**config.mk**
```make
export PLATFORM = sky130hd
export DESIGN_NAME = grid_cell_line_walk_top
export DESIGN_NICKNAME = d
export VERILOG_FILES = /design/src/gclw_pkg.sv /design/src/grid_cell_line_walk_top.sv
export SDC_FILE = /design/constraint.sdc
export NUM_CORES = 2
export LEC_CHECK = 0
export ABC_CLOCK_PERIOD_IN_PS = 14900
export BUFFER_PORTS_ARGS = -buffer_cell sky130_fd_sc_hd__clkbuf_2
export CELL_PAD_IN_SITES_DETAIL_PLACEMENT = 0
export CELL_PAD_IN_SITES_GLOBAL_PLACEMENT = 1
export CORE_UTILIZATION = 45
export DETAILED_ROUTE_END_ITERATION = 6
export GPL_TIMING_DRIVEN = 1
export HOLD_SLACK_MARGIN = 0.15
export PLACE_DENSITY = 0.74
export SYNTH_ARGS = -nofsm -noshare
export SYNTH_HDL_FRONTEND = slang
export SYNTH_SLANG_ARGS = --single-unit
```
**constraint.sdc**
```tcl
create_clock -name aclk -period 14.9 [get_ports aclk]
set_clock_uncertainty 0.15 [all_clocks]
set_input_delay 0 -clock aclk [delete_from_list [all_inputs] [get_ports aclk]]
set_output_delay 0 -clock aclk [all_outputs]
set_load 0.03 [all_outputs]
```
**src/gclw_pkg.sv**
```systemverilog
// Shared constants and types for the grid cell line walk block.
// No dependencies; imported by grid_cell_line_walk_top.
`timescale 1ns / 1ps

package gclw_pkg;

    localparam int MAX_STEPS  = 64;
    localparam int CELL_SHIFT = 23;
    localparam int FRAC_BITS  = 16;

    localparam int TO_FRAC = CELL_SHIFT - FRAC_BITS;
    localparam int CELL_W  = 32 - CELL_SHIFT;
    // walking index: cell range plus headroom for the step limit
    localparam int MAP_W   = CELL_W + 8;
    localparam int CNT_W   = (MAX_STEPS > 1) ? $clog2(MAX_STEPS) : 1;
    localparam int PART_W  = FRAC_BITS + 1;

    localparam logic [31:0] ONE_UNIT   = 32'(1) << FRAC_BITS;
    localparam logic [31:0] FLAT_SLOPE = 32'(256) * ONE_UNIT;
    localparam logic [31:0] SAT_POS    = 32'h7FFF_FFFF;
    localparam logic [31:0] SAT_NEG    = 32'h8000_0000;

    localparam int CFG_IDX_W = 2;
    localparam logic [CFG_IDX_W-1:0] REG_ORIGIN_X    = 2'd0;
    localparam logic [CFG_IDX_W-1:0] REG_ORIGIN_Y    = 2'd1;
    localparam logic [CFG_IDX_W-1:0] REG_GRID_WIDTH  = 2'd2;
    localparam logic [CFG_IDX_W-1:0] REG_GRID_HEIGHT = 2'd3;

    typedef enum logic [3:0] {
        ST_IDLE,
        ST_REL,
        ST_NUDGE,
        ST_DIFF,
        ST_DINIT,
        ST_DRUN,
        ST_DDONE,
        ST_MUL,
        ST_ADD,
        ST_WALK
    } state_t;

endpackage

```
**src/grid_cell_line_walk_top.sv**
```systemverilog
// Grid cell line walk: emits the grid cells a 16.16 segment passes through.
// Depends on gclw_pkg for constants and the sequencer state type.
`timescale 1ns / 1ps

// Sequence: after the input transfer, ST_REL, ST_NUDGE, ST_DIFF, then per axis
//   ST_DINIT, ST_DRUN (32 divide iterations, skipped if the slope saturates),
//   ST_DDONE (also skipped if the axis does not move), ST_MUL, ST_ADD; then ST_WALK.
// Throughput: one segment at a time; a segment of N cells (N <= MAX_STEPS) holds
//   the input off until its last cell is loaded; the walk loads one cell per
//   cycle while the output register is empty or being drained.
// Reset: aresetn synchronous active low; clears the sequencer, the output valid
//   and all configuration registers to zero.
module grid_cell_line_walk_top (
    input  logic                            aclk,
    input  logic                            aresetn,
    // input segment, fields from bit 0: start_x, start_y, end_x, end_y
    input  logic                            s_tvalid,
    output logic                            s_tready,
    input  logic [127:0]                    s_tdata,
    // configuration writes
    input  logic                            cfg_valid,
    output logic                            cfg_ready,
    input  logic [gclw_pkg::CFG_IDX_W-1:0]  cfg_index,
    input  logic [31:0]                     cfg_data,
    // result cell, tdata fields from bit 0: cell_x, cell_y (4 zero pad bits)
    output logic                            m_tvalid,
    input  logic                            m_tready,
    output logic [23:0]                     m_tdata,
    // tuser fields from bit 0: in_map
    output logic [0:0]                      m_tuser,
    output logic                            m_tlast
);
    import gclw_pkg::*;

    // configuration
    logic [31:0] origin_x_reg, origin_y_reg;
    logic [9:0]  grid_width_reg, grid_height_reg;

    state_t state_reg, state_next;

    // segment coordinates, origin relative after ST_REL
    logic [31:0] x1_reg, y1_reg, x2_reg, y2_reg;
    logic [31:0] dx_reg, dy_reg;
    logic [31:0] xstep_reg, ystep_reg;
    logic [31:0] xicpt_reg, yicpt_reg;
    logic [31:0] prod_reg;
    logic        axis_reg;       // 0: x-axis setup (ystep), 1: y-axis setup (xstep)

    // shared divider
    logic [32:0] rem_reg;
    logic [31:0] quo_reg;        // dividend bits shift out, quotient bits shift in
    logic [31:0] den_reg;
    logic        neg_reg, sat_reg;
    logic [4:0]  div_cnt_reg;

    // walker
    logic [MAP_W-1:0] mapx_reg, mapy_reg;
    logic [CNT_W-1:0] cnt_reg;
    logic             m_valid_reg;
    logic [9:0]       cell_x_reg, cell_y_reg;
    logic             in_map_reg, last_reg;

    // ------------------------------------------------------------------
    // Cell indices and step directions, all from registered coordinates
    // ------------------------------------------------------------------
    logic signed [CELL_W-1:0] xt1, yt1, xt2, yt2;
    logic x_fwd, x_back, y_fwd, y_back;

    assign xt1 = $signed(x1_reg[31:CELL_SHIFT]);
    assign yt1 = $signed(y1_reg[31:CELL_SHIFT]);
    assign xt2 = $signed(x2_reg[31:CELL_SHIFT]);
    assign yt2 = $signed(y2_reg[31:CELL_SHIFT]);
    assign x_fwd  = xt2 > xt1;
    assign x_back = xt2 < xt1;
    assign y_fwd  = yt2 > yt1;
    assign y_back = yt2 < yt1;

    // ------------------------------------------------------------------
    // Divider setup: numerator and divisor magnitude for the current axis
    // ------------------------------------------------------------------
    logic [31:0] div_num, div_oth, div_nmag, div_den;
    logic        div_flat, div_sat;

    assign div_num  = axis_reg ? dx_reg : dy_reg;
    assign div_oth  = axis_reg ? dy_reg : dx_reg;
    assign div_flat = axis_reg ? !(y_fwd || y_back) : !(x_fwd || x_back);
    assign div_nmag = div_num[31] ? (32'd0 - div_num) : div_num;
    assign div_den  = div_oth[31] ? (32'd0 - div_oth) : div_oth;
    // quotient would not fit: saturate (a zero divisor lands here too)
    assign div_sat  = (div_nmag >> 14) >= div_den;

    // one restoring step
    logic [32:0] div_shift, div_trial;
    assign div_shift = {rem_reg[31:0], quo_reg[31]};
    assign div_trial = div_shift - {1'b0, den_reg};

    logic [31:0] div_result;
    always_comb begin
        if (sat_reg) begin
            div_result = neg_reg ? SAT_NEG : SAT_POS;
        end else begin
            div_result = neg_reg ? (32'd0 - quo_reg) : quo_reg;
        end
    end

    // ------------------------------------------------------------------
    // Shared multiplier: partial offset times slope, 16.16
    // ------------------------------------------------------------------
    logic [PART_W-1:0] partial;
    logic [FRAC_BITS-1:0] frac_sel;
    logic fwd_sel, back_sel;
    logic [31:0] mul_step;
    logic signed [PART_W+32:0] mul_full;

    assign frac_sel = axis_reg ? y1_reg[TO_FRAC+FRAC_BITS-1:TO_FRAC]
                               : x1_reg[TO_FRAC+FRAC_BITS-1:TO_FRAC];
    assign fwd_sel  = axis_reg ? y_fwd  : x_fwd;
    assign back_sel = axis_reg ? y_back : x_back;
    assign mul_step = axis_reg ? xstep_reg : ystep_reg;

    always_comb begin
        if (fwd_sel) begin
            partial = PART_W'(ONE_UNIT) - {1'b0, frac_sel};
        end else if (back_sel) begin
            partial = {1'b0, frac_sel};
        end else begin
            partial = PART_W'(ONE_UNIT);
        end
    end

    assign mul_full = $signed({1'b0, partial}) * $signed(mul_step);

    // start point in 16.16 cell-fraction units (arithmetic shift by TO_FRAC)
    logic [31:0] x1_frac, y1_frac;
    assign x1_frac = {{TO_FRAC{x1_reg[31]}}, x1_reg[31:TO_FRAC]};
    assign y1_frac = {{TO_FRAC{y1_reg[31]}}, y1_reg[31:TO_FRAC]};

    // ------------------------------------------------------------------
    // Walker: current cell, end test, map test, intercept matches
    // ------------------------------------------------------------------
    logic at_end, in_grid, y_hit, x_hit, item_last, emit;
    logic [31:0] mapx_ext, mapy_ext;

    assign mapx_ext = {{(32-MAP_W){mapx_reg[MAP_W-1]}}, mapx_reg};
    assign mapy_ext = {{(32-MAP_W){mapy_reg[MAP_W-1]}}, mapy_reg};
    assign at_end = (mapx_reg == MAP_W'(xt2)) && (mapy_reg == MAP_W'(yt2));
    assign in_grid = !mapx_reg[MAP_W-1] && !mapy_reg[MAP_W-1] &&
                     (mapx_reg < {{(MAP_W-10){1'b0}}, grid_width_reg}) &&
                     (mapy_reg < {{(MAP_W-10){1'b0}}, grid_height_reg});
    assign y_hit = {{16{yicpt_reg[31]}}, yicpt_reg[31:16]} == mapy_ext;
    assign x_hit = {{16{xicpt_reg[31]}}, xicpt_reg[31:16]} == mapx_ext;
    assign item_last = at_end || (cnt_reg == CNT_W'(MAX_STEPS - 1));
    // load a cell whenever the output register is empty or being drained
    assign emit = (state_reg == ST_WALK) && (!m_valid_reg || m_tready);

    // ------------------------------------------------------------------
    // Sequencer
    // ------------------------------------------------------------------
    always_ff @(posedge aclk) begin
        if (!aresetn) begin
            state_reg <= ST_IDLE;
        end else begin
            state_reg <= state_next;
        end
    end

    always_comb begin
        state_next = state_reg;
        s_tready   = 1'b0;
        case (state_reg)
            ST_IDLE: begin
                s_tready = 1'b1;
                if (s_tvalid) begin
                    state_next = ST_REL;
                end
            end
            ST_REL:   state_next = ST_NUDGE;
            ST_NUDGE: state_next = ST_DIFF;
            ST_DIFF:  state_next = ST_DINIT;
            ST_DINIT: begin
                if (div_flat) begin
                    state_next = ST_MUL;
                end else if (div_sat) begin
                    state_next = ST_DDONE;
                end else begin
                    state_next = ST_DRUN;
                end
            end
            ST_DRUN: begin
                if (div_cnt_reg == 5'd0) begin
                    state_next = ST_DDONE;
                end
            end
            ST_DDONE: state_next = ST_MUL;
            ST_MUL:   state_next = ST_ADD;
            ST_ADD:   state_next = axis_reg ? ST_WALK : ST_DINIT;
            ST_WALK: begin
                if (emit && item_last) begin
                    state_next = ST_IDLE;
                end
            end
            default:  state_next = ST_IDLE;
        endcase
    end

    // ------------------------------------------------------------------
    // Datapath
    // ------------------------------------------------------------------
    always_ff @(posedge aclk) begin
        case (state_reg)
            ST_IDLE: begin
                if (s_tvalid) begin
                    x1_reg <= s_tdata[31:0];
                    y1_reg <= s_tdata[63:32];
                    x2_reg <= s_tdata[95:64];
                    y2_reg <= s_tdata[127:96];
                end
            end
            ST_REL: begin
                x1_reg <= x1_reg - origin_x_reg;
                y1_reg <= y1_reg - origin_y_reg;
                x2_reg <= x2_reg - origin_x_reg;
                y2_reg <= y2_reg - origin_y_reg;
            end
            ST_NUDGE: begin
                // start exactly on a cell border: push it one unit inward
                if (x1_reg[CELL_SHIFT-1:0] == '0) begin
                    x1_reg <= x1_reg + ONE_UNIT;
                end
                if (y1_reg[CELL_SHIFT-1:0] == '0) begin
                    y1_reg <= y1_reg + ONE_UNIT;
                end
                axis_reg <= 1'b0;
            end
            ST_DIFF: begin
                dx_reg <= x2_reg - x1_reg;
                dy_reg <= y2_reg - y1_reg;
            end
            ST_DINIT: begin
                rem_reg     <= {17'd0, div_nmag[31:16]};
                quo_reg     <= {div_nmag[15:0], 16'd0};
                den_reg     <= div_den;
                neg_reg     <= div_num[31];
                sat_reg     <= div_sat;
                div_cnt_reg <= 5'd31;
                if (div_flat) begin
                    if (axis_reg) begin
                        xstep_reg <= FLAT_SLOPE;
                    end else begin
                        ystep_reg <= FLAT_SLOPE;
                    end
                end
            end
            ST_DRUN: begin
                if (!div_trial[32]) begin
                    rem_reg <= div_trial;
                    quo_reg <= {quo_reg[30:0], 1'b1};
                end else begin
                    rem_reg <= div_shift;
                    quo_reg <= {quo_reg[30:0], 1'b0};
                end
                div_cnt_reg <= div_cnt_reg - 5'd1;
            end
            ST_DDONE: begin
                if (axis_reg) begin
                    xstep_reg <= div_result;
                end else begin
                    ystep_reg <= div_result;
                end
            end
            ST_MUL: begin
                prod_reg <= mul_full[FRAC_BITS+31:FRAC_BITS];
            end
            ST_ADD: begin
                if (axis_reg) begin
                    xicpt_reg <= x1_frac + prod_reg;
                    mapx_reg  <= MAP_W'(xt1);
                    mapy_reg  <= MAP_W'(yt1);
                    cnt_reg   <= '0;
                end else begin
                    yicpt_reg <= y1_frac + prod_reg;
                    axis_reg  <= 1'b1;
                end
            end
            ST_WALK: begin
                if (emit) begin
                    cell_x_reg <= mapx_reg[9:0];
                    cell_y_reg <= mapy_reg[9:0];
                    in_map_reg <= in_grid;
                    last_reg   <= item_last;
                    cnt_reg    <= cnt_reg + CNT_W'(1);
                    // advance along whichever intercept lines up (y first on a tie); else repeat the cell
                    if (y_hit) begin
                        yicpt_reg <= yicpt_reg + ystep_reg;
                        if (x_fwd) begin
                            mapx_reg <= mapx_reg + MAP_W'(1);
                        end else if (x_back) begin
                            mapx_reg <= mapx_reg - MAP_W'(1);
                        end
                    end else if (x_hit) begin
                        xicpt_reg <= xicpt_reg + xstep_reg;
                        if (y_fwd) begin
                            mapy_reg <= mapy_reg + MAP_W'(1);
                        end else if (y_back) begin
                            mapy_reg <= mapy_reg - MAP_W'(1);
                        end
                    end
                end
            end
            default: begin
            end
        endcase
    end

    // output valid: set on load, drop once the transfer completes
    always_ff @(posedge aclk) begin
        if (!aresetn) begin
            m_valid_reg <= 1'b0;
        end else if (emit) begin
            m_valid_reg <= 1'b1;
        end else if (m_tready) begin
            m_valid_reg <= 1'b0;
        end
    end

    // ------------------------------------------------------------------
    // Configuration registers, always ready
    // ------------------------------------------------------------------
    assign cfg_ready = 1'b1;

    always_ff @(posedge aclk) begin
        if (!aresetn) begin
            origin_x_reg    <= '0;
            origin_y_reg    <= '0;
            grid_width_reg  <= '0;
            grid_height_reg <= '0;
        end else if (cfg_valid) begin
            case (cfg_index)
                REG_ORIGIN_X:    origin_x_reg    <= cfg_data;
                REG_ORIGIN_Y:    origin_y_reg    <= cfg_data;
                REG_GRID_WIDTH:  grid_width_reg  <= cfg_data[9:0];
                REG_GRID_HEIGHT: grid_height_reg <= cfg_data[9:0];
                default: begin
                end
            endcase
        end
    end

    assign m_tvalid = m_valid_reg;
    assign m_tdata  = {4'd0, cell_y_reg, cell_x_reg};
    assign m_tuser  = in_map_reg;
    assign m_tlast  = last_reg;

endmodule
```
==> load_flow_metrics.sql <==
INSERT INTO impl_metrics (metric_group, metric, value, unit) VALUES
('global_routing', 'grt.met3_usage', '4.54', '%'),
('sta', 'timing.final.setup_violations', '0', ''),
('global_routing', 'grtUsageMet2', '47.9', '%'),
('floorplanning', 'core-area', '143000', 'sq um'),
('synth', 'sequential_to_total_area_share_from_yosys_stat', '26.7', '%'),
('synth', 'syn_area_per_cell', '8.96', 'sq um'),
('placement', 'dp.cells', '9236', ''),
('clock_tree', 'clkLatencyLatePin', '710', 'ps'),
('setup_path', 'cpMaxStageDelayCell', 'sky130_fd_sc_hd__nand2_1', ''),
('global_routing', 'globalRouteOverflowTotal', '0', ''),
('setup_path', 'cp-start-kind', 'flop', ''),
('clock_tree', 'post_cts_resized', '0', ''),
('clock_tree', 'cts-buffers-inserted', '76', ''),
('sta', 'maxSlewViolCount', '0', ''),
('synth', 'synth-edff-count', '518', ''),
('synth', 'dominantRegCellSynth', 'sky130_fd_sc_hd__edfxtp_1', ''),
('sta', 'timing.max_slew.rel_slack', '17.6', '%'),
('floorplanning', 'ioPinCount', '196', ''),
('setup_path', 'critical_path_class', 'reg -> reg', ''),
('global_routing', 'global_route.peak_usage_layer', 'met2', ''),
('job', 'maxCapViolations', '0', ''),
('clock_tree', 'cts_num_sinks', '607', ''),
('finish', 'layout_common_cells', '878 x sky130_fd_sc_hd__inv_1, 781 x sky130_fd_sc_hd__nand2_1, 692 x sky130_fd_sc_hd__nor2_1', ''),
('sta', 'period_needed', '11150', 'ps'),
('setup_path', 'worst_ep_arrival_time', '11450', 'ps'),
('setup_path', 'worst_setup_path_end_kind', 'flop', ''),
('floorplanning', 'design.die.area', '146000', 'sq um'),
('placement', 'global_placer_s_final_weighted_congestion', '0.976', ''),
('sta', 'layout_worst_path_cycle_share', '74.8', '%'),
('floorplanning', 'initial_core_util', '45.3', '%'),
('finish', 'area_delta_synth_final', '14.9', '%'),
('global_routing', 'pin_count_of_the_biggest_net_entering_global_routing', '136', ''),
('drt', 'vias', '55677', ''),
('sta', 'finalWorstSetupSlack', '3750', 'ps'),
('synth', 'synthArstFlopShare', '0', '%'),
('finish', 'num-nets-final', '8963', ''),
('finish', 'layout_commonest_cell', 'sky130_fd_sc_hd__inv_1', ''),
('floorplanning', 'die_w', '382', 'um'),
('floorplanning', 'rows', '139', ''),
('drt', 'postRouteAntennaNets', '0', ''),
('outcome', 'outcome', 'finished clean', ''),
('setup_path', 'required', '15200', 'ps'),
('worst_hold_path', 'hold_class', 'in -> reg', ''),
('placement', 'numPortBuffers', '190', ''),
('synth', 'yosys-top-cells-area', 'sky130_fd_sc_hd__edfxtp_1 24%, sky130_fd_sc_hd__fa_1 16%, sky130_fd_sc_hd__ha_1 10%', ''),
('clock_tree', 'clk_slew_on_worst_s_h_paths', '70', 'ps'),
('finish', 'drive_gt1_share', '7.11', '%'),
('synth', 'yosysUniqueCellTypes', '86', ''),
('sta', 'worstMarginPinSlew', '1240', 'ps'),
('drt', 'dr.pass1.iters', '6', ''),
('finish', 'layout.cells.non_filler', '9716', ''),
('global_routing', 'wire_length_of_the_first_global_routing_pass', '340', 'mm'),
('synth', 'synthDominantAreaCellType', 'sky130_fd_sc_hd__edfxtp_1', ''),
('drt', 'wire_length_reported_by_the_detailed_router', '226', 'mm'),
('drt', 'wl_per_cell', '23.3', 'um'),
('placement', 'dp_worst_setup_slack', '3930', 'ps'),
('clock_tree', 'deepest_level_of_the_cts_h_tree', '3', ''),
('clock_tree', 'clock-root-buffer', 'sky130_fd_sc_hd__clkbuf_16', ''),
('finish', 'multi_input_comb_area', '43800', 'sq um'),
('clock_tree', 'number_of_post_cts_setup_repair_buffers', '0', ''),
('finish', 'layout.filler_cells', '13119', ''),
('sta', 'setup_total_negative_slack', '0', 'ps'),
('synth', 'synth_seq_cells', '607', ''),
('global_routing', 'via_count_of_the_first_global_routing_pass', '54719', ''),
('clock_tree', 'tritoncts', 'yes', ''),
('setup_path', 'critPathMaxStageDelay', '690', 'ps'),
('synth', 'syn-cell-area', '65000', 'sq um'),
('placement', 'dp.final_hpwl', '175', 'mm'),
('global_routing', 'initial_antenna_violation_count', '15', ''),
('finish', 'flip_flop_and_latch_area', '17300', 'sq um'),
('drt', 'drcViolationCount', '0', '');
## kinds of logic after synthesis
logic type / Yosys count / share of synthesized area, %
and+or+nand+nor: 2204 / 15.3
xor gates and xnor gates: 499 / 6.72
other: 2 / 0.0116
DFF: 607 / 26.7
buffers and inverters: 1106 / 6.44
adders and majority gates: 1052 / 26.2
AOI/OAI and AO/OA: 1589 / 15.5
muxes: 196 / 3.09
## critical path, delay by kind of cell (launching register included)
family,cells,cell delay [ps]
muxes,1,180
AOI/OAI and AO/OA,12,3420
buffers and inverters,8,1240
and+or+nand+nor,6,1510
adders and majority gates,8,3690
DFF,1,510
xor gates and xnor gates,1,130
## layout make-up
cell class	count	area share, %
Multi-Input combinational cell	5545	58.6
Tap cell	1903	3.19
Clock buffer	95	2.79
Clock inverter	45	0.883
Timing Repair Buffer	634	6.87
Sequential cell	607	23.2
Antenna cell	7	0.0234
Inverter	880	4.42
## what timing repair did
item | in CTS | in global routing
hold endpoints to repair | 288 | 0
hold buffers | 333 | 0
setup endpoints to repair | 0 | 0
## metal layers
layer	wire length, um	part of all wire, %
met2	99900	44
met1	98100	43
met5	29	0.013
met4	10900	4.8
met3	17300	7.6
## stage by stage
stage	instance area, sq um	hold WS, ps
global route	74700	201
floorplan	65000	-5.08
global placement	68600	103
finish	74700	184
detailed placement	68600	108
CTS	74700	158
## cell usage after synthesis, drive strengths merged (38+ instances only)
library cell	count
inv	879
nand2	784
nor2	700
ha	532
fa	520
edfxtp	518
o21ai	418
a21oi	380
xnor2	318
clkbuf	191
a21o	185
xor2	181
mux2i	158
nor3	141
a21boi	105
nand3	104
nand2b	98
dfxtp	89
o21a	66
nor2b	65
and3	64
a31oi	56
o31ai	52
o21bai	48
nand4	43
mux2	38
or3	38
## path summary, 6_finish.rpt
check / startpoint / end / slack, ps / depth (start not counted)
setup / recovery: x1_reg[26] / prod_reg[24] / 3750 / 36
hold / removal: s_tdata[121] / y2_reg[25] / 180 / 4
setup reg to reg: x1_reg[26] / prod_reg[24] / 3750 / 36
hold reg to reg: origin_x_reg[12] / origin_x_reg[12] / 310 / 2
Power is left out: the tool's default activity adds up to more than one toggle a clock period on the data nets, which glitch-free logic cannot reach.
